==> src/rtl/core/bffa_pkg.sv <==
// Shared types and constants for the first-fit block allocation table.
`timescale 1ns / 1ps

package bffa_pkg;

  // Heap geometry (both powers of two)
  localparam int NUM_BLOCKS  = 256;
  localparam int BLOCK_BYTES = 4096;

  localparam int IDX_W  = $clog2(NUM_BLOCKS);
  localparam int CNT_W  = IDX_W + 1;
  localparam int BLK_SH = $clog2(BLOCK_BYTES);
  localparam int NEED_W = 33 - BLK_SH;

  // Field widths
  localparam int ADDR_W = 32;
  localparam int SIZE_W = 32;
  localparam int ACT_W  = 9;
  localparam int STAT_W = 3;
  localparam int ENT_W  = 3;
  localparam int CIDX_W = 1;

  // Table entry flags
  localparam logic [ENT_W-1:0] ENT_NONE  = 3'b000;
  localparam logic [ENT_W-1:0] ENT_FREE  = 3'b001;
  localparam logic [ENT_W-1:0] ENT_FIRST = 3'b010;
  localparam logic [ENT_W-1:0] ENT_NEXT  = 3'b100;

  // Opcodes
  localparam logic OP_ALLOC = 1'b0;
  localparam logic OP_FREE  = 1'b1;

  // Register indexes
  localparam logic [CIDX_W-1:0] REG_HEAP_BASE = 1'b0;
  localparam logic [CIDX_W-1:0] REG_ACTIVE    = 1'b1;

  typedef enum logic [STAT_W-1:0] {
    STAT_OK         = 3'd0,
    STAT_INVALID    = 3'd1,
    STAT_NOSPACE    = 3'd2,
    STAT_MISALIGNED = 3'd3,
    STAT_RANGE      = 3'd4
  } status_t;

  typedef enum logic [2:0] {
    ST_CLEAR,
    ST_IDLE,
    ST_SEARCH,
    ST_MARK,
    ST_FREE
  } state_t;

  typedef struct packed {
    logic [ADDR_W-1:0] heap_base;
    logic [ACT_W-1:0]  active_blocks;
  } cfg_t;

  typedef struct packed {
    logic             rd_en;
    logic [IDX_W-1:0] rd_addr;
    logic             wr_en;
    logic [IDX_W-1:0] wr_addr;
    logic [ENT_W-1:0] wr_data;
  } ram_req_t;

endpackage

==> src/rtl/core/bffa_ram.sv <==
// Generic simple dual-port RAM, one write and one registered read port.
`timescale 1ns / 1ps

module bffa_ram #(
  parameter int WIDTH = 8,
  parameter int DEPTH = 256
) (
  input  logic                     clk,
  input  logic                     rd_en,
  input  logic [$clog2(DEPTH)-1:0] rd_addr,
  output logic [WIDTH-1:0]         rd_data,
  input  logic                     wr_en,
  input  logic [$clog2(DEPTH)-1:0] wr_addr,
  input  logic [WIDTH-1:0]         wr_data
);

  logic [WIDTH-1:0] mem [DEPTH];

  // write port
  always_ff @(posedge clk) begin
    if (wr_en) begin
      mem[wr_addr] <= wr_data;
    end
  end

  // registered read port
  always_ff @(posedge clk) begin
    if (rd_en) begin
      rd_data <= mem[rd_addr];
    end
  end

endmodule

==> src/rtl/core/bffa_ctrl.sv <==
// Sequencer: table clearing, first-fit search, run marking and free walk.
`timescale 1ns / 1ps

module bffa_ctrl (
  input  logic                          clk,
  input  logic                          rst,
  input  bffa_pkg::cfg_t                cfg,
  input  logic                          start,
  input  logic                          opcode,
  input  logic signed [bffa_pkg::SIZE_W-1:0] size_bytes,
  input  logic [bffa_pkg::ADDR_W-1:0]   address,
  output logic                          busy,
  output logic                          done,
  output logic [bffa_pkg::ADDR_W-1:0]   result_address,
  output logic [bffa_pkg::STAT_W-1:0]   status,
  output bffa_pkg::ram_req_t            ram_req,
  input  logic [bffa_pkg::ENT_W-1:0]    rd_data
);

  import bffa_pkg::*;

  state_t            state;
  state_t            state_next;
  logic [IDX_W-1:0]  scan_idx;
  logic [CNT_W-1:0]  run;
  logic [IDX_W-1:0]  start_idx;
  logic [NEED_W-1:0] need;
  logic [CNT_W-1:0]  mark_left;
  status_t           status_q;

  logic [SIZE_W-1:0] sz;
  logic              size_bad;
  logic [SIZE_W:0]   need_sum;
  logic [NEED_W-1:0] need_in;
  logic [ADDR_W-1:0] off;
  logic              misal;
  logic              oor;
  logic [IDX_W-1:0]  idx_in;
  logic [CNT_W-1:0]  lim;
  logic              ent_free;
  logic              has_next;
  logic [CNT_W-1:0]  run_inc;
  logic              hit;
  logic              last;
  logic              more;
  logic              at_top;
  logic [IDX_W-1:0]  found_start;
  logic              fin;
  status_t           fin_status;
  logic [ADDR_W-1:0] fin_addr;

  // request decode, straight off the ports
  assign sz       = size_bytes;
  assign size_bad = (sz == '0) || sz[SIZE_W-1];
  assign need_sum = {1'b0, sz} + (SIZE_W+1)'(BLOCK_BYTES - 1);
  assign need_in  = need_sum[SIZE_W:BLK_SH];
  assign off      = address - cfg.heap_base;
  assign misal    = off[BLK_SH-1:0] != '0;
  assign oor      = (off >> BLK_SH) >= ADDR_W'(NUM_BLOCKS);
  assign idx_in   = off[BLK_SH+IDX_W-1:BLK_SH];

  // search limit, clamped to the table depth
  assign lim = (32'(cfg.active_blocks) > 32'(NUM_BLOCKS)) ? CNT_W'(NUM_BLOCKS)
                                                          : CNT_W'(cfg.active_blocks);

  // scan datapath on the entry just read
  assign ent_free    = |(rd_data & ENT_FREE);
  assign has_next    = |(rd_data & ENT_NEXT);
  assign run_inc     = run + 1'b1;
  assign hit         = ent_free && (NEED_W'(run_inc) == need);
  assign last        = (CNT_W'(scan_idx) + 1'b1) == lim;
  assign at_top      = scan_idx == IDX_W'(NUM_BLOCKS - 1);
  assign more        = has_next && !at_top;
  assign found_start = (run == '0) ? scan_idx : start_idx;

  assign busy = state != ST_IDLE;

  // next state
  always_comb begin
    state_next = state;
    case (state)
      ST_CLEAR: begin
        if (at_top) state_next = ST_IDLE;
      end
      ST_IDLE: begin
        if (start) begin
          if (opcode == OP_ALLOC) begin
            if (!size_bad && lim != '0) state_next = ST_SEARCH;
          end else begin
            if (!misal && !oor) state_next = ST_FREE;
          end
        end
      end
      ST_SEARCH: begin
        if (hit) state_next = ST_MARK;
        else if (last) state_next = ST_IDLE;
      end
      ST_MARK: begin
        if (mark_left == CNT_W'(1)) state_next = ST_IDLE;
      end
      ST_FREE: begin
        if (!more) state_next = ST_IDLE;
      end
      default: state_next = ST_IDLE;
    endcase
  end

  // memory requests and finishing result
  always_comb begin
    ram_req    = '0;
    fin        = 1'b0;
    fin_status = STAT_OK;
    fin_addr   = '0;
    case (state)
      ST_CLEAR: begin
        ram_req.wr_en   = 1'b1;
        ram_req.wr_addr = scan_idx;
        ram_req.wr_data = ENT_FREE;
      end
      ST_IDLE: begin
        if (start) begin
          if (opcode == OP_ALLOC) begin
            if (size_bad) begin
              fin        = 1'b1;
              fin_status = STAT_INVALID;
            end else if (lim == '0) begin
              fin        = 1'b1;
              fin_status = STAT_NOSPACE;
            end else begin
              ram_req.rd_en   = 1'b1;
              ram_req.rd_addr = '0;
            end
          end else begin
            if (misal) begin
              fin        = 1'b1;
              fin_status = STAT_MISALIGNED;
            end else if (oor) begin
              fin        = 1'b1;
              fin_status = STAT_RANGE;
            end else begin
              ram_req.rd_en   = 1'b1;
              ram_req.rd_addr = idx_in;
            end
          end
        end
      end
      ST_SEARCH: begin
        if (!hit) begin
          if (last) begin
            fin        = 1'b1;
            fin_status = STAT_NOSPACE;
          end else begin
            ram_req.rd_en   = 1'b1;
            ram_req.rd_addr = scan_idx + 1'b1;
          end
        end
      end
      ST_MARK: begin
        ram_req.wr_en   = 1'b1;
        ram_req.wr_addr = scan_idx;
        ram_req.wr_data = ((scan_idx == start_idx) ? ENT_FIRST : ENT_NONE)
                        | ((mark_left > CNT_W'(1)) ? ENT_NEXT : ENT_NONE);
        if (mark_left == CNT_W'(1)) begin
          fin        = 1'b1;
          fin_status = STAT_OK;
          fin_addr   = cfg.heap_base + (ADDR_W'(start_idx) << BLK_SH);
        end
      end
      ST_FREE: begin
        // write this entry and read the following one: never the same address
        ram_req.wr_en   = 1'b1;
        ram_req.wr_addr = scan_idx;
        ram_req.wr_data = ENT_FREE;
        if (more) begin
          ram_req.rd_en   = 1'b1;
          ram_req.rd_addr = scan_idx + 1'b1;
        end else begin
          fin        = 1'b1;
          fin_status = STAT_OK;
        end
      end
      default: ;
    endcase
  end

  // control registers
  always_ff @(posedge clk) begin
    if (rst) begin
      state    <= ST_CLEAR;
      scan_idx <= '0;
      done     <= 1'b0;
    end else begin
      state <= state_next;
      done  <= fin;
      case (state)
        ST_CLEAR: scan_idx <= scan_idx + 1'b1;
        ST_IDLE: begin
          if (start) scan_idx <= (opcode == OP_ALLOC) ? '0 : idx_in;
        end
        ST_SEARCH: scan_idx <= hit ? found_start : scan_idx + 1'b1;
        ST_MARK:   scan_idx <= scan_idx + 1'b1;
        ST_FREE:   scan_idx <= scan_idx + 1'b1;
        default:   scan_idx <= scan_idx;
      endcase
    end
  end

  // run tracking and result payload
  always_ff @(posedge clk) begin
    if (fin) begin
      result_address <= fin_addr;
      status_q       <= fin_status;
    end
    case (state)
      ST_IDLE: begin
        run  <= '0;
        need <= need_in;
      end
      ST_SEARCH: begin
        if (ent_free) begin
          run       <= run_inc;
          start_idx <= found_start;
        end else begin
          run <= '0;
        end
        if (hit) mark_left <= CNT_W'(need);
      end
      ST_MARK: mark_left <= mark_left - 1'b1;
      default: ;
    endcase
  end

  assign status = status_q;

  // searching never writes the table
  a_search_no_write: assert property (@(posedge clk) disable iff (rst)
    state == ST_SEARCH |-> !ram_req.wr_en)
    else $error("table written during search");

  // read and write ports never address the same entry together
  a_no_rw_clash: assert property (@(posedge clk) disable iff (rst)
    (ram_req.rd_en && ram_req.wr_en) |-> ram_req.rd_addr != ram_req.wr_addr)
    else $error("read and write of the same entry in one cycle");

  // a failed transaction returns address zero, as does a free; only the failing case is asserted
  a_zero_addr: assert property (@(posedge clk) disable iff (rst)
    (done && status != STAT_OK) |-> result_address == '0)
    else $error("non-zero address with failing status");

  // leaving a working state always delivers a result
  a_work_ends_done: assert property (@(posedge clk) disable iff (rst)
    (state == ST_IDLE && $past(state == ST_SEARCH || state == ST_MARK ||
                               state == ST_FREE)) |-> done)
    else $error("transaction finished without a result");

endmodule

==> src/rtl/core/block_table_first_fit_allocator.sv <==
// Top level: configuration registers, block table RAM and sequencer.
//
//  channel  | handshake                      | payload
//  ---------+--------------------------------+----------------------------------
//  request  | start in, busy out             | opcode, size_bytes, address
//  result   | done out (one-cycle strobe)    | result_address, status
//  config   | cfg_valid in, cfg_ready out    | cfg_index, cfg_data
//
// After reset every table entry is cleared to free (busy high); config
// writes are still taken.
// Allocate: the request is accepted, then table entries are scanned up to
// the end of the first fitting run (at most the active block count), then
// each block of the run is marked. Free: the request is accepted, then each
// entry in the has-next chain is freed. Requests rejected at decode give
// their result in the cycle after acceptance. The single table RAM port
// pair paces these steps. The receiver cannot stall results.
`timescale 1ns / 1ps

module block_table_first_fit_allocator (
  input  logic                                clk,
  input  logic                                rst,
  input  logic                                start,
  output logic                                busy,
  input  logic                                opcode,
  input  logic signed [bffa_pkg::SIZE_W-1:0]  size_bytes,
  input  logic [bffa_pkg::ADDR_W-1:0]         address,
  output logic                                done,
  output logic [bffa_pkg::ADDR_W-1:0]         result_address,
  output logic [bffa_pkg::STAT_W-1:0]         status,
  input  logic                                cfg_valid,
  output logic                                cfg_ready,
  input  logic [bffa_pkg::CIDX_W-1:0]         cfg_index,
  input  logic [bffa_pkg::ADDR_W-1:0]         cfg_data
);

  import bffa_pkg::*;

  cfg_t             cfg;
  ram_req_t         ram_req;
  logic [ENT_W-1:0] rd_data;

  assign cfg_ready = 1'b1;

  // configuration registers
  always_ff @(posedge clk) begin
    if (rst) begin
      cfg.heap_base     <= '0;
      cfg.active_blocks <= ACT_W'(1);
    end else if (cfg_valid && cfg_ready) begin
      case (cfg_index)
        REG_HEAP_BASE: cfg.heap_base     <= cfg_data;
        REG_ACTIVE:    cfg.active_blocks <= cfg_data[ACT_W-1:0];
        default: ;
      endcase
    end
  end

  // block table
  bffa_ram #(
    .WIDTH (ENT_W),
    .DEPTH (NUM_BLOCKS)
  ) u_table (
    .clk     (clk),
    .rd_en   (ram_req.rd_en),
    .rd_addr (ram_req.rd_addr),
    .rd_data (rd_data),
    .wr_en   (ram_req.wr_en),
    .wr_addr (ram_req.wr_addr),
    .wr_data (ram_req.wr_data)
  );

  // sequencer
  bffa_ctrl u_ctrl (
    .clk            (clk),
    .rst            (rst),
    .cfg            (cfg),
    .start          (start),
    .opcode         (opcode),
    .size_bytes     (size_bytes),
    .address        (address),
    .busy           (busy),
    .done           (done),
    .result_address (result_address),
    .status         (status),
    .ram_req        (ram_req),
    .rd_data        (rd_data)
  );

endmodule
==> config.mk <==
export PLATFORM = sky130hd
export DESIGN_NAME = block_table_first_fit_allocator
export DESIGN_NICKNAME = d
export VERILOG_FILES = /design/src/rtl/core/bffa_pkg.sv /design/src/rtl/core/bffa_ram.sv /design/src/rtl/core/bffa_ctrl.sv /design/src/rtl/core/block_table_first_fit_allocator.sv
export SDC_FILE = /design/constraint.sdc
export NUM_CORES = 1
export LEC_CHECK = 0
export ABC_AREA = 1
export BUFFER_PORTS_ARGS = -buffer_cell sky130_fd_sc_hd__buf_2
export CORE_MARGIN = 2
export CORE_UTILIZATION = 60
export CTS_CLUSTER_SIZE = 20
export DETAILED_ROUTE_END_ITERATION = 8
export GPL_TIMING_DRIVEN = 0
export PLACE_DENSITY = 0.77
export REMOVE_ABC_BUFFERS = 1
export SYNTH_ARGS = -nofsm -noshare
export SYNTH_HDL_FRONTEND = slang
export SYNTH_HIERARCHICAL = 1
export SYNTH_SLANG_ARGS = --single-unit
==> constraint.sdc <==
create_clock -name clk -period 21.1 [get_ports clk]
set_clock_uncertainty 0.2 [all_clocks]
set_input_delay 0 -clock clk [delete_from_list [all_inputs] [get_ports clk]]
set_output_delay 0 -clock clk [all_outputs]
set_load 0.05 [all_outputs]
==> results of run 1 <==
-- stage by stage --
stage | utilization, % | std cells | TNS, ns | hold WS (ns)
detailed placement | 62.7 | 4243 | 0 | 0.0718
floorplan | - | 3372 | -0.492 | -0.131
CTS | 68.9 | 4477 | 0 | 0.000510
global route | 68.9 | 4478 | 0 | 0.0951
global placement | 61.0 | 4206 | -1207.42 | 0.0548
finish | 68.9 | 4479 | 0 | 0.0247
-- routing by layer --
metal / global-route usage (%) / vias up / routed length (um)
li1: - / 12100 / -
met1: 36.7 / 12000 / 31200
met4: 14.4 / 0 / 3550
met5: 0 / - / 0
met2: 49.7 / 1227 / 40100
met3: 4.64 / 247 / 7400
-- worst min-delay path, delay by kind of cell --
kind	cells	cell delay [ns]
AO/OA/AOI/OAI	1	0.16
XOR/XNOR	1	0.07
buffers and inverters	1	0.08
AND/OR/NAND/NOR	6	0.47
-- final cells by class --
cell class	count	area, um2
Sequential cell	649	19000
Multi-Input combinational cell	2414	11200
Clock buffer	91	1890
Clock inverter	36	360
Inverter	309	1170
Fill cell	3892	16700
Tap cell	696	871
Timing Repair Buffer	283	2580
Antenna cell	1	2.50
-- layout by cell type (no fill, tap or decap), types with 11 or more instances in the layout --
master / count
a21oi_1: 62
buf_12: 13
buf_16: 15
buf_2: 138
clkbuf_1: 18
clkbuf_16: 73
clkinv_2: 16
dfxtp_1: 53
dlygate4sd3_1: 107
edfxtp_1: 596
ha_1: 44
inv_1: 299
nand2_1: 964
nand2_2: 15
nand3_1: 571
nand3_2: 21
nand3b_1: 11
nand4_1: 12
nor2_1: 524
nor2_2: 11
nor3_1: 11
o21ai_0: 54
xor2_1: 31
-- flip-flops by register name, summed over array words and instances (netlist names) --
name	cells
u_ctrl/run	9
u_ctrl/scan_idx	8
u_ctrl/need	21
u_table/mem	512
u_ctrl/state	3
u_ctrl/status	3
u_ctrl/start_idx	8
u_table/rd_data	2
u_ctrl/done	1
u_ctrl/mark_left	9
cfg	41
u_ctrl/result_address	32
-- worst paths after layout --
path         slack, ns            endpoint   startpoint
max reg2reg      14.69  u_table/rd_data[0]       cfg[9]
min               0.02         u_ctrl/done  address[31]
max              14.69  u_table/rd_data[0]       cfg[9]
min reg2reg       0.28             cfg[16]      cfg[16]
-- report_power, final --
part | total, uW | switching [uW] | internal (uW)
Sequential | 1570 | 37.2 | 1540
Combinational | 862 | 608 | 254
Clock | 1210 | 497 | 711
==> results.ini, run 1 <==
[cells_and_area]
area_growth_pct=13.7
drive_gt1_share_pct=9.52
fin_nets=3874
design_area_um2=37000

[clocking]
clock-sinks=649
postCtsHoldBufs=107
clock-root-buffer=clkbuf_16
cts_tree=built
clockBufferDepth=3
clk_pin_slew_ns=0.06
htree_levels=3
cts_buffers=69
post_cts_buffers=0
clock_latency_ns=0.61
postCtsResizedCells=0

[timing]
setup_viol=0
final_max_slew_viol_count=0
rsz0062_at_grt=no
relSlewSlack_pct=3.67
fmax_mhz=156
hold_viol=0
fin_crit_sh_pct=30.4
worst_slew_pin_slew_ns=1.45
worst_slack_ns=14.69
final.min_clock_period_ns=6.41

[status]
outcome=finished clean

[place]
io_buffers=138
place_area_um2=33700
dp_slack_ns=14.85
dp_hpwl_um=52800
place_congestion=0.966

[worst_setup_path]
crit_chain=ha_1 > inv_1 > fa_1 > nand3_1 > nand3_1 > xor2_1 > nor3_1 > nand3b_1 > nor4_1 > nand3_1 > o22ai_4 > buf_12 > inv_8 > buf_16 > nand2_1 > nand3_1 > nand3_1 > nand3_1 > nand3_1 > nand2_1 > nand2_1 > nand3_1 > nand3_1 > nand2_1
reg2reg_depth=24
crit_slowest_cell=o22ai_4
worstPathMaxFanout=143
worstSetupPathType=reg -> reg
endpoint_kind=flip-flop
path_buf_inv=4
worstPathRequired_ns=21.23
path_depth=24
critPathTopFamily=simple AND/OR/NAND/NOR gates
cpMostUsedCell=nand3_1
start_kind=flip-flop
worstPathArrival_ns=6.54
slowest_delay_ns=0.84

[hold_path]
hold_class=in -> reg
hold_depth=9

[global_route]
grt_pass1_vias=24600
overflow=0
grt.total_usage_pct=29.2
grt_first_pass_wirelength_um=128000
grt_max_degree=144
antenna_found_initial=0

[die]
io_pins=140
die_y_um=237
start_util_pct=60.6
rows=85
die_x_um=237
core-area_um2=53700
die_area_um2=56200

[routing]
wirelength_um=82200
ant_nets=0
post_drt_wl_per_cell_um=18.4
drtIter0Drc=2451
drc=0
viasPerCell=5.71
first_pass_iters=8
vias=25600

[power]
power_per_cell_area_nw_per_um2=98.4
vdd_drop_max_v=0.0000759
leakage_uw=0.0144
p_total_uw=3640

[job]
max_cap_viol_count=0

[logic_synthesis]
ys_warn_count=6
syn-cell-area_um2=32600
synth.avg_cell_area_um2=9.07
synth_cells=3593

(Power assumes the default switching activity.)
==> run 2: changes to the inputs <==
Clock period 21.1 ns to 6.32 ns, I/O delays scaled along.
==> run 2 against run 1 <==
  * Cell count increased by 0.16%
  * Count of clock-buffer cells in the layout unchanged
  * Power increased to 3.3 times the previous value
  * Utilization increased by 0.14 points
  * Die area unchanged
  * Register-to-register slack got worse by 14 ns
  * First-iteration DRC count increased by 3.3%
  * Critical path depth decreased by 2
  * Flip-flop and latch count unchanged
  * Cell area increased by 0.20%
  * Fmax increased by 6.9%
  * Critical path type unchanged
  * Largest power group unchanged
==> results.ini, run 2 (synthesis results as in run 1) <==
[status]
outcome=finished clean

[worst_setup_path]
r2r_start=cfg[9]
worstPathArrival_ns=6.24
reg2reg_depth=22
reg2reg_slack_ns=0.33
start_kind=flip-flop
worstSetupPathType=reg -> reg
worstReg2RegEnd=u_table/rd_data[0]
worstPathRequired_ns=6.57
critPathLaunch=cfg[9]
worstPathMaxFanout=71
endpoint_kind=flip-flop
cp-endpoint=u_table/rd_data[0]

[timing]
setup_viol=0
worst_slew_pin_slew_ns=1.43
final_max_slew_viol_count=0
fmax_mhz=167
final.min_clock_period_ns=5.99
relSlewSlack_pct=4.86
worst_slack_ns=0.326
rsz0062_at_grt=no
fin_crit_sh_pct=94.8
hold_viol=0

[cells_and_area]
regMostFlops=u_table/mem
drive_gt1_share_pct=9.71
largest_register_ffs=512
reg_top3=u_table/mem x512, cfg x41, u_ctrl/result_address x32
seq_area_um2=19000
fillerInstances=3885
fin_nets=3881
instances_no_fill=4486
final_cell_mix=964 x nand2_1, 596 x edfxtp_1, 570 x nand3_1
multi_input_area_um2=11200
layout_commonest_cell=nand2_1
area_growth_pct=13.9
fin_util_pct=69.1

[die]
die_area_um2=56200
core-area_um2=53700
io_pins=140
die_y_um=237
start_util_pct=60.6
die_x_um=237
rows=85

[clocking]
cts_tree=built
clk_pin_slew_ns=0.06
clock_latency_ns=0.61
clock-root-buffer=clkbuf_16
clockBufferDepth=3
htree_levels=3
cts_buffers=69
clock-sinks=649

[routing]
ant_nets=0
drtIter0Drc=2533
first_pass_iters=8
viasPerCell=5.75
wirelength_um=83400
drc=0
post_drt_wl_per_cell_um=18.6
vias=25800

[power]
vdd_drop_max_v=0.000255
leakage_uw=0.0145
power_per_cell_area_nw_per_um2=328

[place]
dp_hpwl_um=52800
io_buffers=138
dp_slack_ns=0.0714
place_congestion=0.966
dp_cells=4243

[global_route]
grt_pass1_vias=24600
grt_max_degree=144
grt.total_usage_pct=29.2
overflow=0
grt_first_pass_wirelength_um=128000
antenna_found_initial=0

[hold_path]
hold_class=in -> reg

[job]
max_cap_viol_count=0

[run 2: cell types whose count changed in the layout (fill, tap and decap cells not counted), sizes merged]
| cell | before | now |
|---|---|---|
| buf | 176 | 180 |
| o21ai | 61 | 63 |
| o22ai | 6 | 7 |
[run 2: final cells by class]
class,count,share of cell area (%)
Clock inverter,36,0.971
Multi-Input combinational cell,2417,30.3
Tap cell,696,2.35
Timing Repair Buffer,287,7.03
Antenna cell,1,0.00675
Clock buffer,91,5.11
Sequential cell,649,51.1
Inverter,309,3.15
[run 2: stage by stage]
step	area [um2]	total power (uW)	hold WS [ns]	TNS, ns
CTS	37000	12100	0.000510	0
finish	37100	12200	0.0333	0
floorplan	31200	8220	-0.131	-4161.04
global route	37100	12700	0.0981	0
global placement	32800	8780	0.0548	-
detailed placement	33700	8090	0.0718	0
[run 2: worst min-delay path by stage]
stage | startpoint | endpoint | slack (ns) | cells after the start
floorplan | rst | u_ctrl/done | -0.13 | 1
global placement | cfg_data[0] | cfg[0] | 0.05 | 3
detailed placement | cfg_data[0] | cfg[0] | 0.07 | 3
CTS | address[16] | u_ctrl/scan_idx[4] | 0.0005 | 7
global route | address[16] | u_ctrl/scan_idx[4] | 0.1 | 7
finish | address[16] | u_ctrl/scan_idx[4] | 0.03 | 7
[run 2: repair_timing]
item,in CTS,in global routing
endpoints found under the hold margin,79,0
hold buffers,107,0
setup buffers,0,4
gates resized for setup,0,2
setup endpoints to repair,0,2
[run 2: power by group]
part | switching (uW) | total (uW) | internal, uW
Combinational | 2040 | 2900 | 854
Sequential | 126 | 5260 | 5130
Clock | 1660 | 4030 | 2370
[run 2: critical path: stages (launching register included)]
cell,delay (ns)
dfxtp_1,0.35
ha_1,0.15
inv_1,0.07
fa_1,0.43
nand3_1,0.09
nand3_1,0.17
xor2_1,0.22
nor3_1,0.33
nand3b_1,0.11
nor4_1,0.65
nand3_4,0.48
o21ai_4,0.62
inv_4,0.44
buf_16,0.35
nand3_1,0.14
nand3_1,0.08
nand3_1,0.22
nand3_1,0.10
nand2_1,0.13
nand2_1,0.06
nand3_1,0.11
nand3_1,0.08
nand2_1,0.13
[run 2: per-layer routing]
layer / part of all wire (%) / up-vias / global-route usage (%)
met4: 4.2 / 0 / 14.4
met2: 49 / 1253 / 49.7
met5: 0 / - / 0
met3: 9.2 / 238 / 4.64
li1: - / 12200 / -
met1: 38 / 12100 / 36.7
